$ cat src/hw/rtl/wmmb_pkg.sv
// Shared types, constants and codes of the min/max bucketing block.
package wmmb_pkg;

    // Channel store geometry
    localparam int MAX_CHANNELS = 8;
    localparam int IDX_W        = $clog2(MAX_CHANNELS);
    localparam int TRK_W        = $clog2(MAX_CHANNELS + 1);

    // Field widths
    localparam int CHAN_W   = 3;
    localparam int SAMPLE_W = 16;
    localparam int COUNT_W  = 24;
    localparam int CC_W     = 4;

    // Stream payload widths (zero filled up to whole bytes)
    localparam int S_DATA_W = 24;
    localparam int M_DATA_W = 40;

    // Register file
    localparam int             APB_ADDR_W = 3;
    localparam int             APB_DATA_W = 32;
    localparam logic           REG_CHANNEL_COUNT      = 1'b0;
    localparam logic           REG_SAMPLES_PER_BUCKET = 1'b1;
    localparam logic [CC_W-1:0]    CC_RESET  = CC_W'(2);
    localparam logic [COUNT_W-1:0] SPB_RESET = COUNT_W'(256);

    // Request kinds carried in tuser
    localparam logic REQ_SAMPLE = 1'b0;
    localparam logic REQ_FLUSH  = 1'b1;

    // One store entry: running extremes of a channel
    typedef struct packed {
        logic signed [SAMPLE_W-1:0] hi;
        logic signed [SAMPLE_W-1:0] lo;
    } t_entry;

    localparam int ENTRY_W = $bits(t_entry);

    // Sequencer states
    typedef enum logic [1:0] {
        ST_IDLE,
        ST_UPD,
        ST_EMIT_RD,
        ST_EMIT_WR
    } t_state;

endpackage

$ cat src/hw/rtl/wmmb_ram.sv
// Generic single write port, single read port RAM with registered read data.
module wmmb_ram #(
    parameter int WIDTH = 32,
    parameter int DEPTH = 8
) (
    input  logic                                  i_clk,
    input  logic                                  i_we,
    input  logic [(DEPTH > 1 ? $clog2(DEPTH) : 1)-1:0] i_waddr,
    input  logic [WIDTH-1:0]                      i_wdata,
    input  logic                                  i_re,
    input  logic [(DEPTH > 1 ? $clog2(DEPTH) : 1)-1:0] i_raddr,
    output logic [WIDTH-1:0]                      o_rdata
);

    logic [WIDTH-1:0] r_mem [DEPTH];
    logic [WIDTH-1:0] r_rdata;

    // Write port
    always_ff @(posedge i_clk) begin
        if (i_we) begin
            r_mem[i_waddr] <= i_wdata;
        end
    end

    // Read port, data held until the next read
    always_ff @(posedge i_clk) begin
        if (i_re) begin
            r_rdata <= r_mem[i_raddr];
        end
    end

    assign o_rdata = r_rdata;

endmodule

$ cat src/hw/rtl/waveform_min_max_bucketing_top.sv
// Top level of the min/max peak bucketing block for interleaved audio.
//
//  Channel     | Dir | Handshake             | Contents
//  ------------+-----+-----------------------+-----------------------------------------
//  s_axis      | in  | tvalid/tready         | one channel sample or a flush request
//  m_axis      | out | tvalid/tready         | one min/max result per tracked channel
//  apb         | in  | psel/penable/pready   | channel_count (0x0), samples_per_bucket (0x4)
//
//  A sample is handled as accept plus read of its store entry, then the
//  read-modify-write of that entry in the store RAM.
//  A bucket end emits one result per tracked channel (RAM read, then load
//  of the output register); m_axis back-pressure stalls the load.
//  The input is not taken while a sample update or an emission is under way.
//  Reset clears the per-entry valid bits at once; no clearing pass.
module waveform_min_max_bucketing_top
    import wmmb_pkg::*;
(
    input  logic                  i_clk,
    input  logic                  i_rst_n,
    // Input stream
    input  logic                  s_axis_tvalid,
    output logic                  s_axis_tready,
    input  logic [S_DATA_W-1:0]   s_axis_tdata,   // [2:0] chan, [18:3] sample_value
    input  logic                  s_axis_tuser,   // [0] req_type
    input  logic                  s_axis_tlast,   // frame_end
    // Output stream
    output logic                  m_axis_tvalid,
    input  logic                  m_axis_tready,
    output logic [M_DATA_W-1:0]   m_axis_tdata,   // [2:0] out_chan, [18:3] bucket_min,
                                                  // [34:19] bucket_max
    output logic                  m_axis_tlast,   // last
    // Configuration
    input  logic                  psel,
    input  logic                  penable,
    input  logic                  pwrite,
    input  logic [APB_ADDR_W-1:0] paddr,
    input  logic [APB_DATA_W-1:0] pwdata,
    output logic [APB_DATA_W-1:0] prdata,
    output logic                  pready
);

    // Configuration registers
    logic [CC_W-1:0]    r_chan_cnt;
    logic [COUNT_W-1:0] r_spb;
    logic               w_cfg_wr;

    // Sequencer and captured item
    t_state             r_state, n_state;
    logic [IDX_W-1:0]   r_chan;
    logic signed [SAMPLE_W-1:0] r_sample;
    logic               r_fend;
    logic               r_hit;
    logic [IDX_W-1:0]   r_k;

    // Bucket state
    logic [COUNT_W-1:0]      r_count;
    logic [MAX_CHANNELS-1:0] r_valid;

    // Output register
    logic               r_m_valid;
    logic [M_DATA_W-1:0] r_m_data;
    logic               r_m_last;

    // Datapath signals
    logic [TRK_W-1:0]   w_tracked;
    logic               w_s_acc;
    logic [IDX_W-1:0]   w_in_chan;
    logic               w_in_hit;
    logic               w_flush_go;
    logic [COUNT_W-1:0] w_cnt_inc;
    logic               w_bucket_end;
    logic               w_emit_go;
    logic               w_slot_free;
    logic               w_k_last;
    logic               w_load;
    logic               w_clear;
    logic               w_mem_we;
    logic               w_mem_re;
    logic [IDX_W-1:0]   w_mem_raddr;
    logic [ENTRY_W-1:0] w_mem_rdata;
    t_entry             w_cur;
    t_entry             w_new;
    t_entry             w_emit_entry;

    // Configuration port: write in access phase, read back combinationally
    assign pready   = 1'b1;
    assign w_cfg_wr = psel && penable && pwrite && pready;

    always_ff @(posedge i_clk) begin
        if (!i_rst_n) begin
            r_chan_cnt <= CC_RESET;
            r_spb      <= SPB_RESET;
        end else if (w_cfg_wr) begin
            case (paddr[2])
                REG_CHANNEL_COUNT:      r_chan_cnt <= pwdata[CC_W-1:0];
                REG_SAMPLES_PER_BUCKET: r_spb      <= pwdata[COUNT_W-1:0];
                default: ;
            endcase
        end
    end

    always_comb begin
        case (paddr[2])
            REG_CHANNEL_COUNT:      prdata = APB_DATA_W'(r_chan_cnt);
            REG_SAMPLES_PER_BUCKET: prdata = APB_DATA_W'(r_spb);
            default:                prdata = '0;
        endcase
    end

    // Tracked channel count, saturated at the store depth
    assign w_tracked = (TRK_W'(r_chan_cnt) > TRK_W'(MAX_CHANNELS)) ?
                       TRK_W'(MAX_CHANNELS) : TRK_W'(r_chan_cnt);

    // Input decode
    assign w_s_acc    = s_axis_tvalid && s_axis_tready;
    assign w_in_chan  = IDX_W'(s_axis_tdata[CHAN_W-1:0]);
    assign w_in_hit   = TRK_W'(s_axis_tdata[CHAN_W-1:0]) < w_tracked;
    assign w_flush_go = w_s_acc && (s_axis_tuser == REQ_FLUSH) && (r_count != '0);

    // Frame count advance and bucket end test
    assign w_cnt_inc    = r_count + COUNT_W'(1);
    assign w_bucket_end = (r_state == ST_UPD) && r_fend && (w_cnt_inc >= r_spb);
    assign w_emit_go    = w_flush_go || w_bucket_end;

    // Emission progress
    assign w_slot_free = !r_m_valid || m_axis_tready;
    assign w_k_last    = (TRK_W'(r_k) + TRK_W'(1)) == w_tracked;
    assign w_load      = (r_state == ST_EMIT_WR) && w_slot_free;
    assign w_clear     = (w_emit_go && (w_tracked == '0)) || (w_load && w_k_last);

    // Next state
    always_comb begin
        n_state = r_state;
        case (r_state)
            ST_IDLE: begin
                if (w_flush_go) begin
                    n_state = (w_tracked == '0) ? ST_IDLE : ST_EMIT_RD;
                end else if (w_s_acc && (s_axis_tuser == REQ_SAMPLE)) begin
                    n_state = ST_UPD;
                end
            end
            ST_UPD: begin
                if (w_bucket_end && (w_tracked != '0)) begin
                    n_state = ST_EMIT_RD;
                end else begin
                    n_state = ST_IDLE;
                end
            end
            ST_EMIT_RD: begin
                n_state = ST_EMIT_WR;
            end
            ST_EMIT_WR: begin
                if (w_load) begin
                    n_state = w_k_last ? ST_IDLE : ST_EMIT_RD;
                end
            end
            default: n_state = ST_IDLE;
        endcase
    end

    // Control outputs of the sequencer
    always_comb begin
        s_axis_tready = 1'b0;
        w_mem_re      = 1'b0;
        w_mem_raddr   = r_k;
        w_mem_we      = 1'b0;
        case (r_state)
            ST_IDLE: begin
                s_axis_tready = 1'b1;
                w_mem_re      = w_s_acc && (s_axis_tuser == REQ_SAMPLE) && w_in_hit;
                w_mem_raddr   = w_in_chan;
            end
            ST_UPD: begin
                w_mem_we = r_hit;
            end
            ST_EMIT_RD: begin
                w_mem_re = 1'b1;
            end
            ST_EMIT_WR: ;
            default: ;
        endcase
    end

    // Channel store
    wmmb_ram #(
        .WIDTH (ENTRY_W),
        .DEPTH (MAX_CHANNELS)
    ) u_store (
        .i_clk   (i_clk),
        .i_we    (w_mem_we),
        .i_waddr (r_chan),
        .i_wdata (w_new),
        .i_re    (w_mem_re),
        .i_raddr (w_mem_raddr),
        .o_rdata (w_mem_rdata)
    );

    // Fold the sample into its entry; an entry never written reads as zero
    always_comb begin
        w_cur = r_valid[r_chan] ? t_entry'(w_mem_rdata) : '0;
        if (r_count == '0) begin
            w_new.lo = r_sample;
            w_new.hi = r_sample;
        end else begin
            w_new.lo = (r_sample < w_cur.lo) ? r_sample : w_cur.lo;
            w_new.hi = (r_sample > w_cur.hi) ? r_sample : w_cur.hi;
        end
    end

    assign w_emit_entry = r_valid[r_k] ? t_entry'(w_mem_rdata) : '0;

    // Sequencer, captured item and bucket state
    always_ff @(posedge i_clk) begin
        if (!i_rst_n) begin
            r_state <= ST_IDLE;
            r_count <= '0;
            r_valid <= '0;
            r_k     <= '0;
        end else begin
            r_state <= n_state;
            if (w_clear) begin
                r_valid <= '0;
                r_count <= '0;
            end else begin
                if (w_mem_we) begin
                    r_valid[r_chan] <= 1'b1;
                end
                if ((r_state == ST_UPD) && r_fend) begin
                    r_count <= w_cnt_inc;
                end
            end
            if (w_emit_go) begin
                r_k <= '0;
            end else if (w_load) begin
                r_k <= r_k + IDX_W'(1);
            end
        end
    end

    // Hold the accepted sample
    always_ff @(posedge i_clk) begin
        if (w_s_acc) begin
            r_chan   <= w_in_chan;
            r_sample <= s_axis_tdata[CHAN_W +: SAMPLE_W];
            r_fend   <= s_axis_tlast && (s_axis_tuser == REQ_SAMPLE);
            r_hit    <= w_in_hit;
        end
    end

    // Output register
    always_ff @(posedge i_clk) begin
        if (!i_rst_n) begin
            r_m_valid <= 1'b0;
        end else if (w_load) begin
            r_m_valid <= 1'b1;
        end else if (m_axis_tready) begin
            r_m_valid <= 1'b0;
        end
    end

    always_ff @(posedge i_clk) begin
        if (w_load) begin
            r_m_data <= {5'b0, w_emit_entry.hi, w_emit_entry.lo, CHAN_W'(r_k)};
            r_m_last <= w_k_last;
        end
    end

    assign m_axis_tvalid = r_m_valid;
    assign m_axis_tdata  = r_m_data;
    assign m_axis_tlast  = r_m_last;

    // Checks
    a_one_at_a_time: assert property (@(posedge i_clk) disable iff (!i_rst_n)
        (w_s_acc && (s_axis_tuser == REQ_SAMPLE)) |=> !s_axis_tready)
        else $error("input accepted while previous item still in progress");

    a_emit_index: assert property (@(posedge i_clk) disable iff (!i_rst_n)
        (r_state == ST_EMIT_RD || r_state == ST_EMIT_WR) |-> (TRK_W'(r_k) < w_tracked))
        else $error("emission index beyond tracked channels");

    a_clear_after_last: assert property (@(posedge i_clk) disable iff (!i_rst_n)
        (w_load && w_k_last) |=> (r_valid == '0 && r_count == '0 && m_axis_tlast))
        else $error("store not cleared after final result of a bucket");

endmodule

$ cat config.mk
export PLATFORM = sky130hd
export DESIGN_NAME = waveform_min_max_bucketing_top
export DESIGN_NICKNAME = d
export VERILOG_FILES = /design/src/hw/rtl/wmmb_pkg.sv /design/src/hw/rtl/wmmb_ram.sv /design/src/hw/rtl/waveform_min_max_bucketing_top.sv
export SDC_FILE = /design/constraint.sdc
export NUM_CORES = 1
export LEC_CHECK = 0
export ABC_CLOCK_PERIOD_IN_PS = 9600
export BUFFER_PORTS_ARGS = -buffer_cell sky130_fd_sc_hd__buf_2
export CAP_MARGIN = 20
export CORE_MARGIN = 10
export CORE_UTILIZATION = 25
export DETAILED_ROUTE_END_ITERATION = 10
export SLEW_MARGIN = 40
export SYNTH_ARGS = -nofsm -noshare
export SYNTH_HDL_FRONTEND = slang
export SYNTH_SLANG_ARGS = --single-unit
$ cat constraint.sdc
create_clock -name i_clk -period 9.6 [get_ports i_clk]
set_input_delay 0 -clock i_clk [delete_from_list [all_inputs] [get_ports i_clk]]
set_output_delay 0 -clock i_clk [all_outputs]
set_load 0.005 [all_outputs]
Word-level counts from Yosys, hierarchy flattened:

Memories as Yosys holds them, arrays and structs flattened. A register that Yosys moved wholly into a read port is not among the register bits.
Index checks and enable logic that the tools add are counted.
Widths: inputs -> output; s select.

* eq/ne operators: 6
* reduce and logical (&&, ||, !) cells: 30
* $lt $le $gt $ge: 8
* bitwise gates (word level): 4
* add/subtract/negate cells: 3
* muxes and demuxes: 27

Operator list (count)
* $mux 32: 2
* $pmux 32 s2: 1
* $mux 16: 2
* $add 24x1->24 const B: 1
* $ge 24x24->1: 1
* $logic_not 24->1: 1
* $reduce_bool 24->1: 1
* $gt 16x16->1: 1
* $lt 16x16->1: 1
* $logic_and 1x1->1: 15
* $mux 2: 6
* $mux 1: 9
* $lt 3x4->1 const B: 2
* $or 8x8->8: 1
* $pmux 2 s4: 1
* $bmux 1 s3: 2
* $reduce_and 2->1: 3
* $add 3x1->4 const B: 1
* $eq 2x2->1 const B: 2
* $eq 4x4->1: 1
* $gt 4x4->1 const B: 1
* $logic_not 4->1: 1
* $lt 3x4->1: 1
* $mux 4: 1
* 15 further kinds: 20

* output and inout bits: 76
* register bits: 123
* word-level logic and storage cells: 93
* memories kept: 1
* bits in writable memories: 256

Memories
* u_store.r_mem: words 8, width 32, read ports 1, clocked after Yosys merged registers in 1, write ports 1, line wmmb_ram.sv:15 `logic [WIDTH-1:0] r_mem [DEPTH];`

Depth between registers and ports, before layout:

* word-level depth: 9
* mapped depth: 17
* gate-level depth less buffers: 15

By module:

Synthesis repeated with hierarchy kept, for this count alone.

* cell total of the unflattened synthesis: 1212
* area total of the unflattened synthesis: 18205.0 sq um

Modules (own cells, without submodules)
* wmmb_ram: area each 10786.6 sq um, seq. area each 8648.3 sq um, cells an instance 415, times used 1
* waveform_min_max_bucketing_top: area each 7418.4 sq um, seq. area each 3032.9 sq um, cells an instance 797, times used 1

Worst setup path after synthesis:

No wires, ideal clock.

* path kind: register to register
* from: reg r_state[0]
* to: mem u_store.r_mem[1][0], enable pin
* slack: 6023 ps
* data required time: 9137 ps
* setup time: 463 ps
* arrival: 3114 ps
* cell stages (with the launch flop): 5
* path buffers: 1
* cell sequence: dfxtp_1 buf_2 nor2b_1 nand3_1 nor3_1

* longest elaborated chain between the ends: 4

RTL lines
* from (decl): line waveform_min_max_bucketing_top.sv:48 `t_state r_state, n_state;`
* from (signal assigned): line waveform_min_max_bucketing_top.sv:220 `r_state <= n_state;`
* $eq 2x1->1: line waveform_min_max_bucketing_top.sv:167 `case (r_state)`
* $mux 1: line waveform_min_max_bucketing_top.sv:167
* $mux 1: line wmmb_ram.sv:20 `if (i_we) begin`
* $mux 1 (not written as such): line wmmb_ram.sv:21 `r_mem[i_waddr] <= i_wdata;`
* to (decl): line wmmb_ram.sv:15

No other way between the ends.

Worst setup path after layout:

* from: reg r_chan[1]
* to: mem u_store.r_mem[6][31] (data pin)

* longest elaborated chain between the ends: 6

RTL lines
* from (decl): line waveform_min_max_bucketing_top.sv:49 `logic [IDX_W-1:0] r_chan;`
* from (signal assigned): line waveform_min_max_bucketing_top.sv:243 `r_chan <= w_in_chan;`
* $bmux 1 s3 (*): line waveform_min_max_bucketing_top.sv:200 `w_cur = r_valid[r_chan] ? t_entry'(w_mem_rdata) : '0;`
* $mux 1 (not written as such) (*): line waveform_min_max_bucketing_top.sv:200
* $mux 32 (*): line waveform_min_max_bucketing_top.sv:200
* $gt 16x16->1: line waveform_min_max_bucketing_top.sv:206 `w_new.hi = (r_sample > w_cur.hi) ? r_sample : w_cur.hi;`
* $mux 16 (*): line waveform_min_max_bucketing_top.sv:206
* $mux 32 (*): line waveform_min_max_bucketing_top.sv:201 `if (r_count == '0) begin`
* net u_store.i_wdata[31]: line wmmb_ram.sv:9 `input logic [WIDTH-1:0] i_wdata,`

Mark *: on every way through the listed nets, which the timed path passes. The rest lies on a longest branch. The select of a mux whose other input is x is not followed.

==> impl_metrics.env <==
export IMPL_post_layout_total_power_mw=4.04
export IMPL_pin_count_of_the_biggest_net_entering_global_routing=65
export IMPL_clock_sinks=411
export IMPL_finalWorstPathRequiredPeriod_ps=4860
export IMPL_dominantRegCellSynth="sky130_fd_sc_hd__edfxtp_1"
export IMPL_num_nets_final=1531
export IMPL_antenna_found_initial=0
export IMPL_critPathArrivalTime_ps=5100
export IMPL_place_congestion=0.771
export IMPL_max_frequency_mhz=206
export IMPL_route_detailed_drc=0
export IMPL_cts_resized=0
export IMPL_p_leak_nw=7.52
export IMPL_internal_dissipation_mw=3.12
export IMPL_cts_buffer_depth=3
export IMPL_final_cell_mix="sky130_fd_sc_hd__edfxtp_1 (345), sky130_fd_sc_hd__nand2_1 (114), sky130_fd_sc_hd__buf_2 (114), sky130_fd_sc_hd__nor2_1 (69)"
export IMPL_post_cts_setup_buffer_count=0
export IMPL_worst_r2r_setup_slack_ps=4740
export IMPL_netlist_cell_type_count=64
export IMPL_drt_pass1_iter_count=5
export IMPL_clkTransAtPathRegs_ps=60
export IMPL_fin_skew_ps=24.7
export IMPL_routed_via_density=4.41
export IMPL_core_area_sq_um=71600
export IMPL_async_reset_ff_share_pct=0
export IMPL_grt_util_all_layers_pct=10.3
export IMPL_io_pins=144
export IMPL_footprint_of_the_multi_input_gates_sq_um=6010
export IMPL_clockPowerShare_pct=39.5
export IMPL_vias_in_the_first_global_route=11100
export IMPL_slew_violations=0
export IMPL_final_antenna_net_count=0
export IMPL_detailroute_via_count=10500
export IMPL_power_share_sequential_pct=51.0
export IMPL_power_density_nw_per_um2=185
export IMPL_synth_seq_area_share_pct=64.5
export IMPL_ff_latch_area_sq_um=11700
export IMPL_placement_io_buffers=114
export IMPL_grt_first_pass_wirelength_microns=66500
export IMPL_cts_tree="done"
export IMPL_finalHoldWorstSlack_ps=45.9
export IMPL_hold_violations_final=0
export IMPL_clkLatencyLatePin_ps=540
export IMPL_rows=98
export IMPL_crit_path_cell_trace="mux4_2 > mux2_2 > nand2_1 > ha_1 > a21oi_1 > nor2_1 > a2111oi_0 > o21ai_0 > a31oi_1 > o21ai_2 > buf_4 > mux2i_1"
export IMPL_floorplan_initialDensity_pct=25.3
export IMPL_worstSetupStartpointType="flip-flop"
export IMPL_remaining_overflow_grt=0
export IMPL_critical_path_top_delay_family="multiplexers"
export IMPL_worstPathMaxFanout=32
export IMPL_ys_warnings_count=0
export IMPL_final_util_pct=30.4
export IMPL_ir_drop_uv=109
export IMPL_die_area_sq_um=83600
export IMPL_num_fill_cells=7097
export IMPL_critPathCaptureType="flip-flop"
export IMPL_average_cell_area_after_synthesis_sq_um=14.8
export IMPL_dp_hpwl_microns=27000
export IMPL_placed_cells_incl_taps=2244
export IMPL_cpPeakStageDelay_ps=620
export IMPL_rsz_0062_raised_after_global_routing="no"
export IMPL_synth_cell_area_sq_um=18100
export IMPL_fin_setup_tns_ps=0
export IMPL_outcome="completed"
export IMPL_cts_root_buf="sky130_fd_sc_hd__clkbuf_16"
export IMPL_route_detailed_wl_per_inst_microns=18.3
export IMPL_setup_viol=0
export IMPL_timing_max_slew_rel_slack_pct=45.1
export IMPL_drt_first_iter_violations=689
export IMPL_power_net_switching_mw=0.920
export IMPL_ys_seq_elements=411
export IMPL_critical_path_n_buffers_inverters=1
export IMPL_max_cap_viol_count=0
export IMPL_chipHeight_microns=289
export IMPL_clock_tree_htree_level_count=2
export IMPL_synth_cells=1221
export IMPL_area_delta_synth_final_pct=20.2
export IMPL_postCtsHoldBufs=68
export IMPL_synth_edff_count=345
export IMPL_criticalPathCategory="reg -> reg"
export IMPL_cp_required_ps=9840
export IMPL_die_width_microns=289
export IMPL_class_of_the_worst_hold_path="in -> reg"
export IMPL_drive_gt1_share_pct=22.5
export IMPL_final_cells=2384
export IMPL_min_period_over_period_pct=50.7
export IMPL_critical_path_cell_with_the_highest_stage_delay="sky130_fd_sc_hd__a2111oi_0"
export IMPL_final_common_cell="sky130_fd_sc_hd__edfxtp_1"
export IMPL_cts_buffers=39
export IMPL_power_switching_share_pct=22.8
export IMPL_wirelength_microns=43700
export IMPL_p_comb_share_pct=9.5
export IMPL_tightest_slew_ps=816
==> layer usage <==
layer	track usage, %	vias up	routed length (microns)
li1	-	4887	-
met5	0	-	0
met1	13.0	5356	18900
met3	1.46	52	1920
met2	18.1	230	22000
met4	2.90	0	837
==> per-stage QoR <==
stage	worst slack (ps)	instance area, sq um
after CTS	4720	21800
final	4740	21800
after global routing	4410	21800
after global placement	4830	19800
after floorplan	6020	18200
after detailed placement	4760	19800
==> sequential cells by signal (all words and copies together), names as in the netlist <==
name,flops
m_axis_tdata,35
m_axis_tlast,1
m_axis_tvalid,1
r_chan,3
r_chan_cnt,4
r_count,24
r_fend,1
r_hit,1
r_k,3
r_sample,16
r_spb,24
r_state,2
r_valid,8
u_store.o_rdata,32
u_store.r_mem,256
==> cells by family after synthesis <==
logic type      Yosys count  synth area share [%]
xor+xnor                 48                  2.32
flops                   411                  64.5
other cells               2                0.0415
buf+inv                 119                  3.22
fa+ha+maj                60                  4.15
simple gates            342                  9.20
compound gates          108                  4.33
mux                     131                  12.2
==> final timing paths <==
kind | endpoint | startpoint | cells after the start
worst max-delay path | u_store.r_mem[6][31] | r_chan[1] | 12
worst min-delay path | r_state[1] | s_axis_tvalid | 5
worst max register to register | u_store.r_mem[6][31] | r_chan[1] | 12
worst min register to register | r_spb[0] | r_spb[0] | 2
==> final cells by class <==
type	instances	share of cell area, %
multi-input cells	703	27.6
clock inverters	24	1.35
repair buffers	200	6.39
clock buffers	47	4.67
well taps	950	5.46
inverters	48	0.828
diodes	1	0.0115
flip-flops and latches	411	53.7
==> power groups by stage <==
stage               Sequential [mW]  Combinational [mW]  Clock [mW]
finish                         2.06               0.384        1.59
global route                   2.06               0.422        1.71
CTS                            2.06               0.391        1.64
detailed placement             2.10               0.370           0
global placement               2.09               0.360           0
floorplan                      2.07               0.273           0
==> tightest hold or removal path, delay by kind of cell <==
kind            cells  cell delay [ps]
compound gates      3              360
buf+inv             2              170
==> synthesized netlist by cell type (all sizes together), types with 3 or more instances <==
master | n | area share (%)
nand3 | 17 | 0.50
clkbuf | 33 | 0.68
mux4 | 68 | 8.5
nor4 | 6 | 0.21
a211oi | 3 | 0.12
ha | 60 | 4.1
o211ai | 5 | 0.28
mux2 | 38 | 2.4
nor3 | 13 | 0.39
a22o | 15 | 0.73
buf | 38 | 1.5
and3 | 4 | 0.14
and4 | 3 | 0.15
inv | 48 | 1.0
edfxtp | 345 | 57
a21o | 9 | 0.37
nand3b | 4 | 0.17
o21ai | 16 | 0.46
a21boi | 25 | 1.0
nor2b | 40 | 1.4
nand2b | 10 | 0.35
nand4 | 20 | 0.69
mux2i | 25 | 1.4
dfxtp | 66 | 7.3
xnor2 | 20 | 0.97
xor2 | 28 | 1.4
nor2 | 78 | 1.7
a21oi | 15 | 0.41
and2 | 25 | 0.86
nand2 | 114 | 2.4
o21a | 4 | 0.17
a31oi | 5 | 0.17
Note: power is estimated with default switching activity, not from simulation.
